File: src/rtl/nhvt_pkg.sv
// Shared types and constants for the node hierarchy visibility table.
// Holds command codes, field widths and the controller/datapath interface.
// No dependencies.
package nhvt_pkg;

   localparam int MAX_NODES_DEF = 1024;

   localparam int CMD_W    = 3;
   localparam int NODE_W   = 10;
   localparam int PARENT_W = 11;
   localparam int CFG_W    = 11;
   localparam int DESC_W   = 10;
   localparam int VCOUNT_W = 11;

   localparam logic [DESC_W-1:0] DESC_MAX = 10'd1023;

   typedef enum logic [CMD_W-1:0] {
      CMD_CLEAR         = 3'd0,
      CMD_SET_PARENT    = 3'd1,
      CMD_SET_COLLAPSED = 3'd2,
      CMD_COLLAPSE_ALL  = 3'd3,
      CMD_RECOUNT       = 3'd4,
      CMD_QUERY         = 3'd5
   } cmd_code_type;

   typedef enum logic [1:0] {
      RD_IDX,
      RD_WALK,
      RD_NODE
   } rd_sel_type;

   typedef enum logic [3:0] {
      WR_NONE,
      WR_CLR_ENTRY,
      WR_PAR,
      WR_COL_NODE,
      WR_COL_IDX,
      WR_DESC_ZERO,
      WR_DESC_INC,
      WR_VIS_ONE,
      WR_VIS_ZERO
   } wr_op_type;

   typedef struct packed {
      logic       accept;
      logic       i_clr;
      logic       i_inc;
      logic       g_clr;
      logic       g_inc;
      logic       w_ld_par;
      logic       w_ld_up;
      rd_sel_type rd_sel;
      wr_op_type  wr_op;
      logic       ok_set;
      logic       q_load;
      logic       cnt_add;
      logic       rsp_load;
   } dp_cmd_type;

   typedef struct packed {
      cmd_code_type cmd;
      logic         node_ok;
      logic         par_ok;
      logic         i_lt_n;
      logic         i_last;
      logic         w_none;
      logic         w_eq_node;
      logic         g_le_n;
      logic         g_lt_n;
      logic         col_differs;
      logic         desc_nz;
      logic         rd_col;
   } dp_sts_type;

endpackage

File: src/rtl/nhvt_ctrl.sv
// Sequencer for the node hierarchy visibility table: sweeps, walks and counts.
// Issues dp_cmd_type to nhvt_datapath and reads dp_sts_type. Uses nhvt_pkg.
module nhvt_ctrl (
   input  logic                 clock,
   input  logic                 reset,
   input  logic                 req_valid,
   output logic                 req_stall,
   output logic                 rsp_valid,
   input  logic                 rsp_stall,
   output nhvt_pkg::dp_cmd_type cmd,
   input  nhvt_pkg::dp_sts_type sts
);
   import nhvt_pkg::*;

   typedef enum logic [4:0] {
      S_INIT,
      S_IDLE,
      S_DISP,
      S_CLR,
      S_SP_CHK,
      S_SP_STEP,
      S_SC_CMP,
      S_CA_RD,
      S_CA_WR,
      S_RC_ZERO,
      S_RC_NODE,
      S_RC_UP,
      S_RC_CHK,
      S_RC_INC,
      S_VIS,
      S_VIS_UP,
      S_VIS_CHK,
      S_VIS_STEP,
      S_Q,
      S_CNT,
      S_CNT_ADD,
      S_DONE
   } state_type;

   state_type state_ff, state_in;
   logic      rsp_valid_ff, rsp_valid_in;
   logic      slot_free;

   assign slot_free = !rsp_valid_ff || !rsp_stall;
   assign req_stall = reset || (state_ff != S_IDLE);
   assign rsp_valid = rsp_valid_ff;

   always_comb begin
      cmd.accept   = 1'b0;
      cmd.i_clr    = 1'b0;
      cmd.i_inc    = 1'b0;
      cmd.g_clr    = 1'b0;
      cmd.g_inc    = 1'b0;
      cmd.w_ld_par = 1'b0;
      cmd.w_ld_up  = 1'b0;
      cmd.rd_sel   = RD_IDX;
      cmd.wr_op    = WR_NONE;
      cmd.ok_set   = 1'b0;
      cmd.q_load   = 1'b0;
      cmd.cnt_add  = 1'b0;
      cmd.rsp_load = 1'b0;
      state_in     = state_ff;
      rsp_valid_in = rsp_valid_ff && rsp_stall;

      unique case (state_ff)
         S_INIT: begin
            cmd.wr_op = WR_CLR_ENTRY;
            cmd.i_inc = 1'b1;
            if (sts.i_last) begin
               cmd.i_clr = 1'b1;
               state_in  = S_IDLE;
            end
         end
         S_IDLE: begin
            if (req_valid) begin
               cmd.accept = 1'b1;
               cmd.i_clr  = 1'b1;
               state_in   = S_DISP;
            end
         end
         S_DISP: begin
            cmd.g_clr = 1'b1;
            case (sts.cmd)
               CMD_CLEAR: state_in = S_CLR;
               CMD_SET_PARENT: begin
                  if (sts.par_ok) begin
                     cmd.w_ld_par = 1'b1;
                     state_in     = S_SP_CHK;
                  end else begin
                     state_in = S_CNT;
                  end
               end
               CMD_SET_COLLAPSED: begin
                  cmd.rd_sel = RD_NODE;
                  state_in   = sts.node_ok ? S_SC_CMP : S_CNT;
               end
               CMD_COLLAPSE_ALL: begin
                  cmd.ok_set = 1'b1;
                  state_in   = S_CA_RD;
               end
               CMD_RECOUNT: begin
                  cmd.ok_set = 1'b1;
                  state_in   = S_RC_ZERO;
               end
               CMD_QUERY: begin
                  cmd.rd_sel = RD_NODE;
                  state_in   = sts.node_ok ? S_Q : S_CNT;
               end
               default: state_in = S_CNT;
            endcase
         end
         S_CLR: begin
            cmd.wr_op = WR_CLR_ENTRY;
            cmd.i_inc = 1'b1;
            if (sts.i_last) begin
               cmd.i_clr  = 1'b1;
               cmd.ok_set = 1'b1;
               state_in   = S_CNT;
            end
         end
         // walk up from the new parent looking for the child
         S_SP_CHK: begin
            if (sts.w_none || !sts.g_le_n) begin
               cmd.wr_op  = WR_PAR;
               cmd.ok_set = 1'b1;
               state_in   = S_CNT;
            end else if (sts.w_eq_node) begin
               state_in = S_CNT;
            end else begin
               cmd.rd_sel = RD_WALK;
               state_in   = S_SP_STEP;
            end
         end
         S_SP_STEP: begin
            cmd.w_ld_up = 1'b1;
            cmd.g_inc   = 1'b1;
            state_in    = S_SP_CHK;
         end
         S_SC_CMP: begin
            if (sts.col_differs) begin
               cmd.wr_op  = WR_COL_NODE;
               cmd.ok_set = 1'b1;
               state_in   = S_VIS;
            end else begin
               state_in = S_CNT;
            end
         end
         S_CA_RD: begin
            if (sts.i_lt_n) begin
               state_in = S_CA_WR;
            end else begin
               cmd.i_clr = 1'b1;
               state_in  = S_VIS;
            end
         end
         S_CA_WR: begin
            if (sts.desc_nz) begin
               cmd.wr_op = WR_COL_IDX;
            end
            cmd.i_inc = 1'b1;
            state_in  = S_CA_RD;
         end
         S_RC_ZERO: begin
            if (sts.i_lt_n) begin
               cmd.wr_op = WR_DESC_ZERO;
               cmd.i_inc = 1'b1;
            end else begin
               cmd.i_clr = 1'b1;
               state_in  = S_RC_NODE;
            end
         end
         S_RC_NODE: begin
            cmd.g_clr = 1'b1;
            if (sts.i_lt_n) begin
               state_in = S_RC_UP;
            end else begin
               cmd.i_clr = 1'b1;
               state_in  = S_VIS;
            end
         end
         S_RC_UP: begin
            cmd.w_ld_up = 1'b1;
            state_in    = S_RC_CHK;
         end
         S_RC_CHK: begin
            if (sts.w_none || !sts.g_lt_n) begin
               cmd.i_inc = 1'b1;
               state_in  = S_RC_NODE;
            end else begin
               cmd.rd_sel = RD_WALK;
               state_in   = S_RC_INC;
            end
         end
         // bump the ancestor and step past it in the same cycle
         S_RC_INC: begin
            cmd.wr_op   = WR_DESC_INC;
            cmd.w_ld_up = 1'b1;
            cmd.g_inc   = 1'b1;
            state_in    = S_RC_CHK;
         end
         S_VIS: begin
            cmd.g_clr = 1'b1;
            if (sts.i_lt_n) begin
               state_in = S_VIS_UP;
            end else begin
               cmd.i_clr = 1'b1;
               state_in  = S_CNT;
            end
         end
         S_VIS_UP: begin
            cmd.w_ld_up = 1'b1;
            state_in    = S_VIS_CHK;
         end
         S_VIS_CHK: begin
            if (sts.w_none || !sts.g_le_n) begin
               cmd.wr_op = WR_VIS_ONE;
               cmd.i_inc = 1'b1;
               state_in  = S_VIS;
            end else begin
               cmd.rd_sel = RD_WALK;
               state_in   = S_VIS_STEP;
            end
         end
         S_VIS_STEP: begin
            if (sts.rd_col) begin
               cmd.wr_op = WR_VIS_ZERO;
               cmd.i_inc = 1'b1;
               state_in  = S_VIS;
            end else begin
               cmd.w_ld_up = 1'b1;
               cmd.g_inc   = 1'b1;
               state_in    = S_VIS_CHK;
            end
         end
         S_Q: begin
            cmd.q_load = 1'b1;
            cmd.ok_set = 1'b1;
            state_in   = S_CNT;
         end
         S_CNT: begin
            state_in = sts.i_lt_n ? S_CNT_ADD : S_DONE;
         end
         S_CNT_ADD: begin
            cmd.cnt_add = 1'b1;
            cmd.i_inc   = 1'b1;
            state_in    = S_CNT;
         end
         S_DONE: begin
            if (slot_free) begin
               cmd.rsp_load = 1'b1;
               rsp_valid_in = 1'b1;
               state_in     = S_IDLE;
            end
         end
         default: state_in = S_IDLE;
      endcase
   end

   always_ff @(posedge clock) begin
      if (reset) begin
         state_ff     <= S_INIT;
         rsp_valid_ff <= 1'b0;
      end else begin
         state_ff     <= state_in;
         rsp_valid_ff <= rsp_valid_in;
      end
   end

   a_no_overwrite: assert property (@(posedge clock) disable iff (reset)
      cmd.rsp_load |-> (!rsp_valid_ff || !rsp_stall))
      else $error("result word overwritten before it was taken");

   a_accept_leaves_idle: assert property (@(posedge clock) disable iff (reset)
      (req_valid && !req_stall) |=> (state_ff == S_DISP))
      else $error("accepted word did not start a command");

   a_parent_checked: assert property (@(posedge clock) disable iff (reset)
      (cmd.wr_op == WR_PAR) |-> (sts.par_ok && (sts.cmd == CMD_SET_PARENT)))
      else $error("parent written without passing checks");

   a_walk_has_target: assert property (@(posedge clock) disable iff (reset)
      (cmd.rd_sel == RD_WALK) |-> !sts.w_none)
      else $error("walk read issued with no ancestor");

endmodule

File: config.mk
export PLATFORM = sky130hd
export DESIGN_NAME = nhvt_ctrl
export DESIGN_NICKNAME = d
export VERILOG_FILES = /design/src/rtl/nhvt_pkg.sv /design/src/rtl/nhvt_ctrl.sv
export SDC_FILE = /design/constraint.sdc
export NUM_CORES = 1
export LEC_CHECK = 0
export BUFFER_PORTS_ARGS = -buffer_cell sky130_fd_sc_hd__buf_4
export CORE_ASPECT_RATIO = 0.8
export CORE_UTILIZATION = 50
export DETAILED_ROUTE_END_ITERATION = 6
export PLACE_DENSITY = 0.77
export SLEW_MARGIN = 20
export SYNTH_ARGS = -nofsm -noshare
export SYNTH_HDL_FRONTEND = slang
export SYNTH_SLANG_ARGS = --single-unit
File: constraint.sdc
create_clock -name clock -period 2.05 [get_ports clock]
set_input_delay 0.1025 -clock clock [delete_from_list [all_inputs] [get_ports clock]]
set_output_delay 0.1025 -clock clock [all_outputs]
set_load 0.05 [all_outputs]
==> Word-level counts from Yosys, hierarchy flattened <==
Index checks and enable logic that the tools add are counted.
{ "word_totals": {"output_inout_bits": 19, "ff_bits": 6, "word_cells": 114} }
{ "classes": {"n_reduce_logical": 22, "eq_ne": 32, "mux": 58} }
{ "op_table": {"columns": ["cell", "count"], "rows": [
  ["$pmux W5 S20", 1],
  ["$mux W5", 13],
  ["$eq A5 B4 Y1 const B", 8],
  ["$pmux W4 S8", 1],
  ["$eq A5 B5 Y1 const B", 6],
  ["$pmux W5 S6", 1],
  ["$mux W1", 25],
  ["$mux W3", 8],
  ["$eq A5 B3 Y1 const B", 4],
  ["$reduce_or A2 Y1", 6],
  ["$reduce_or A4 Y1", 3],
  ["$eq A5 B2 Y1 const B", 2],
  ["$ne A2 B2 Y1 const B", 5],
  ["$pmux W1 S5", 2],
  ["$pmux W2 S4", 1],
  ["$eq A3 B2 Y1 const B", 2],
  ["$eq A3 B3 Y1 const B", 2],
  ["$eq A5 B1 Y1 const B", 1],
  ["$logic_not A5 Y1", 1],
  ["$ne A5 B1 Y1 const B", 1],
  ["$reduce_and A5 Y1", 1],
  ["$logic_not A1 Y1", 4],
  ["$logic_or A1 B1 Y1", 4],
  ["$mux W2", 2],
  ["other kinds (7)", 8]
]} }

==> Longest topological paths before layout <==
{ "depth": {"word_depth": 4, "depth_mapped": 7} }

==> Least setup slack after synthesis <==
No wires, ideal clock.
{ "synth_timing": {"path_kind": "register to output", "startpoint": "register state_ff[0]", "endpoint": "output port cmd[6] in the netlist's numbering", "stages_incl_launch_ff": 6, "required_time_ns": 1.947, "arrival_ns": 2.500, "path_slack_ns": -0.552, "path_buffers": 3, "cell_sequence": "dfxtp_1 buf_6 buf_2 buf_2 mux2i_1 o41ai_1"} }
{ "synth_lines": {"columns": ["item", "line_no", "rtl"], "rows": [
  ["from (decl)", "nhvt_ctrl.sv:40", "state_type state_ff, state_in;"],
  ["from (signal assigned)", "nhvt_ctrl.sv:264", "state_ff <= state_in;"],
  ["to (decl)", "nhvt_ctrl.sv:10", "output nhvt_pkg::dp_cmd_type cmd,"]
]} }

==> flow_summary.yaml <==
sta:
  holdWs_ps: 72.40
  finalHoldViolCount: 0
  share_of_the_cycle_needed_by_the_critical_path_after_routing_pct: 95.85
  worst_slew_margin_rel_pct: 66.10
  achievable-frequency_mhz: 508.9
  period_minus_slack_ps: 1965
  skew_ps: 5.335
  final-max-slew-violation-count: 0
  finalSetupTns_ps: 0
  setup-violations-final: 0
  grt_setup_unrepaired: "no"
  worstMarginPinSlew_ps: 495.7
clocking:
  clock_tree.root_cell: "sky130_fd_sc_hd__clkbuf_4"
  cts_buffer_count: 3
  post_cts_hold_buffer_count: 0
  cts.path.max_buffers: 2
  cts.reportedPaths.clkPinSlew_ps: 40
  post_cts.repair.setup_buffers: 0
  insertion_delay_ps: 240
  cts_num_sinks: 6
  ctsHtreeMaxLevel: 1
  cts_tree: "done"
route:
  via_count: 1596
  detail_route.first_pass.iterations: 5
  wire_per_inst_um: 16.39
  first_iter_violations: 110
  drt_drc_violations_left: 0
  vias_per_cell: 6.259
  totalWireLength_um: 4180
  drt.antenna.violating_nets: 0
worst_setup_path:
  end_kind: "output port"
  regToRegStartpoint: "state_ff[0]"
  cp_data_arrival_time_ps: 1860
  critical_path.startpoint_type: "flop"
  rrSetupSlack_ps: 290
  worst-endpoint-required_ps: 1950
  crit_type: "reg -> out"
  critPathMaxFanout: 13
  crit_path_start: "state_ff[0]"
synthesis:
  yosys.area.top_type: "sky130_fd_sc_hd__dfxtp_1"
  edff_count_synth: 0
  synth_nets: 203
  async_reset_ff_share_pct: 0
  synth.distinct_cells: 60
  synth-warning-count: 0
  synth_seq_area_share_pct: 9.421
  syn_inst: 185
  synth_area_um2: 1275
  post-synth-top-area-fraction_pct: 9.421
  yosys_most_used_dff: "sky130_fd_sc_hd__dfxtp_1"
  yosys-top-cells-area: "sky130_fd_sc_hd__dfxtp_1, sky130_fd_sc_hd__nand2_1, sky130_fd_sc_hd__a21oi_1"
  flip_flop_and_latch_count_after_synthesis: 6
  postSynthAreaPerCell_um2: 6.892
finish:
  n_antenna_cell: 0
  stdcell_count: 255
  post_route_cells_drive_above_1_share_pct: 37.10
  mostFrequentLayoutCell: "sky130_fd_sc_hd__buf_4"
  fin_nets: 241
  area_growth_syn_to_layout_pct: 28.75
  layout.cells.most_common_list: "sky130_fd_sc_hd__buf_4, sky130_fd_sc_hd__nand2_1, sky130_fd_sc_hd__a21oi_1"
  nFillCells: 181
status:
  status: "completed"
global_route:
  number_of_global_route_vias_before_repair: 1354
  grtUsageTotal_pct: 31.85
  grt_remaining_overflow: 0
  maximum_number_of_pins_on_one_net_before_global_route_repair: 21
  grt_pass1_wl_um: 6534
  grt_antenna_before_repair: 1
power_and_ir_drop:
  p_leak_nw: 0.6684
  cell_internal_pwr_mw: 0.2741
  power.switching_fraction_pct: 40.19
  combinational_power_share_pct: 48.6
  pwr-share-clk_pct: 23.3
  power.density_nw_per_um2: 279.2
  seqPwrFrac_pct: 28.1
  switching_power_mw: 0.1842
  vdd_ir_drop_max_mv: 0.5104
worst_hold_path:
  min-delay-path-class: "in -> reg"
  hold_start: "reset"
run:
  max-cap-violations: 0
place:
  place.port_buffers: 36
  place_hpwl_um: 3237
  routability_cong: 0.9714
  post-place-cells: 252
floorplan:
  design.core.area_um2: 2271
  start_util_pct: 56.14
  vertical_die_dimension_um: 47.17
  die_x_um: 58.46
  rows: 15
  i_o_pins: 37
  full_die_area_um2: 2757
synthesized netlist by cell type (2+ instances only):
master and n:
sky130_fd_sc_hd__a32o_1 2, sky130_fd_sc_hd__and3_1 4, sky130_fd_sc_hd__or3_4 2, sky130_fd_sc_hd__a211oi_1 2, sky130_fd_sc_hd__nor2_1 15, sky130_fd_sc_hd__buf_4 4, sky130_fd_sc_hd__or3_1 2, sky130_fd_sc_hd__o21bai_1 2
sky130_fd_sc_hd__nand2b_1 7, sky130_fd_sc_hd__buf_6 4, sky130_fd_sc_hd__a32oi_1 2, sky130_fd_sc_hd__a22oi_1 2, sky130_fd_sc_hd__nor2b_1 9, sky130_fd_sc_hd__buf_2 9, sky130_fd_sc_hd__nor3b_1 2, sky130_fd_sc_hd__o21a_1 3
sky130_fd_sc_hd__o211ai_1 3, sky130_fd_sc_hd__or2_2 4, sky130_fd_sc_hd__nand3_1 5, sky130_fd_sc_hd__inv_1 4, sky130_fd_sc_hd__a21oi_1 14, sky130_fd_sc_hd__o22ai_1 3, sky130_fd_sc_hd__or3b_1 2, sky130_fd_sc_hd__dfxtp_1 6
sky130_fd_sc_hd__nor3_1 4, sky130_fd_sc_hd__o32ai_1 2, sky130_fd_sc_hd__nor4_1 4, sky130_fd_sc_hd__nand2_1 24, sky130_fd_sc_hd__mux2i_1 3, sky130_fd_sc_hd__o21ai_0 6
sequential cells by signal (all words and copies together) (netlist names):
register / cells
state_ff: 5
rsp_valid: 1
critical path: stages (launching register included):
cell and delay (ps):
sky130_fd_sc_hd__dfxtp_2 390, sky130_fd_sc_hd__buf_4 190, sky130_fd_sc_hd__nor2_4 220, sky130_fd_sc_hd__nand2_1 140
sky130_fd_sc_hd__nor2_2 210, sky130_fd_sc_hd__a21oi_1 120, sky130_fd_sc_hd__o211ai_1 110, sky130_fd_sc_hd__buf_4 230
timing repair:
| item | CTS | global route |
|---|---|---|
| pin swaps | 0 | 0 |
| resized for setup | 5 | 4 |
| endpoints found under the setup margin | 5 | 7 |
| hold endpoints to repair | 0 | 0 |
per-stage QoR:
| stage | power (mW) | setup slack [ps] | utilization (%) | cell area, um^2 |
|---|---|---|---|---|
| finish | 0.4583 | 85.05 | 72.29 | 1642 |
| global placement | 0.3449 | 189.6 | 70.58 | 1603 |
| detailed placement | 0.3501 | 162.0 | 70.58 | 1603 |
| CTS | 0.4581 | 23.67 | 71.90 | 1633 |
| floorplan | 0.2758 | 0.05151 | - | 1303 |
| global route | 0.4843 | 1.189 | 72.29 | 1642 |
power groups by stage:
stage	clock [mW]	sequential [mW]	combinational (mW)
6_report	0.107	0.129	0.223
5_1_grt	0.120	0.129	0.236
4_1_cts	0.109	0.130	0.219
3_5_place_dp	0	0.132	0.218
3_3_place_gp	0	0.132	0.213
2_1_floorplan	0	0.123	0.152
kinds of logic (layout without fill, tap and decap cells):
| family | Yosys count | after routing | synth area share (%) |
|---|---|---|---|
| buffers and inverters | 23 | 59 | 11.28 |
| AND/OR/NAND/NOR | 91 | 91 | 39.55 |
| XOR/XNOR | 1 | 1 | 0.6871 |
| multiplexers | 4 | 4 | 3.239 |
| AO/OA/AOI/OAI | 60 | 60 | 35.82 |
| flip-flops | 6 | 6 | 9.421 |
routing by layer:
metal  routed length (um)  GRT usage [%]  vias up
li1                     -              -      769
met1                 1989          47.40      752
met2                 1803          47.36       73
met3                  376          7.163        2
met4                   10          5.238        0
met5                    0              0        -
worst paths after layout:
| check | endpoint | depth (start not counted) |
|---|---|---|
| hold reg to reg | rsp_valid | 2 |
| hold / removal | state_ff[4] | 2 |
| setup / recovery | cmd[14] | 7 |
| setup reg to reg | state_ff[1] | 6 |
cell type report:
class	count	area, um^2	area share (%)
sequential	6	131.4	8.003
timing repair buffer	51	382.9	23.32
multi-input combinational	156	1044	63.57
tap	34	42.54	2.591
clock buffer	3	22.52	1.372
inverter	5	18.77	1.143
Note: power is estimated with default switching activity, not from simulation.
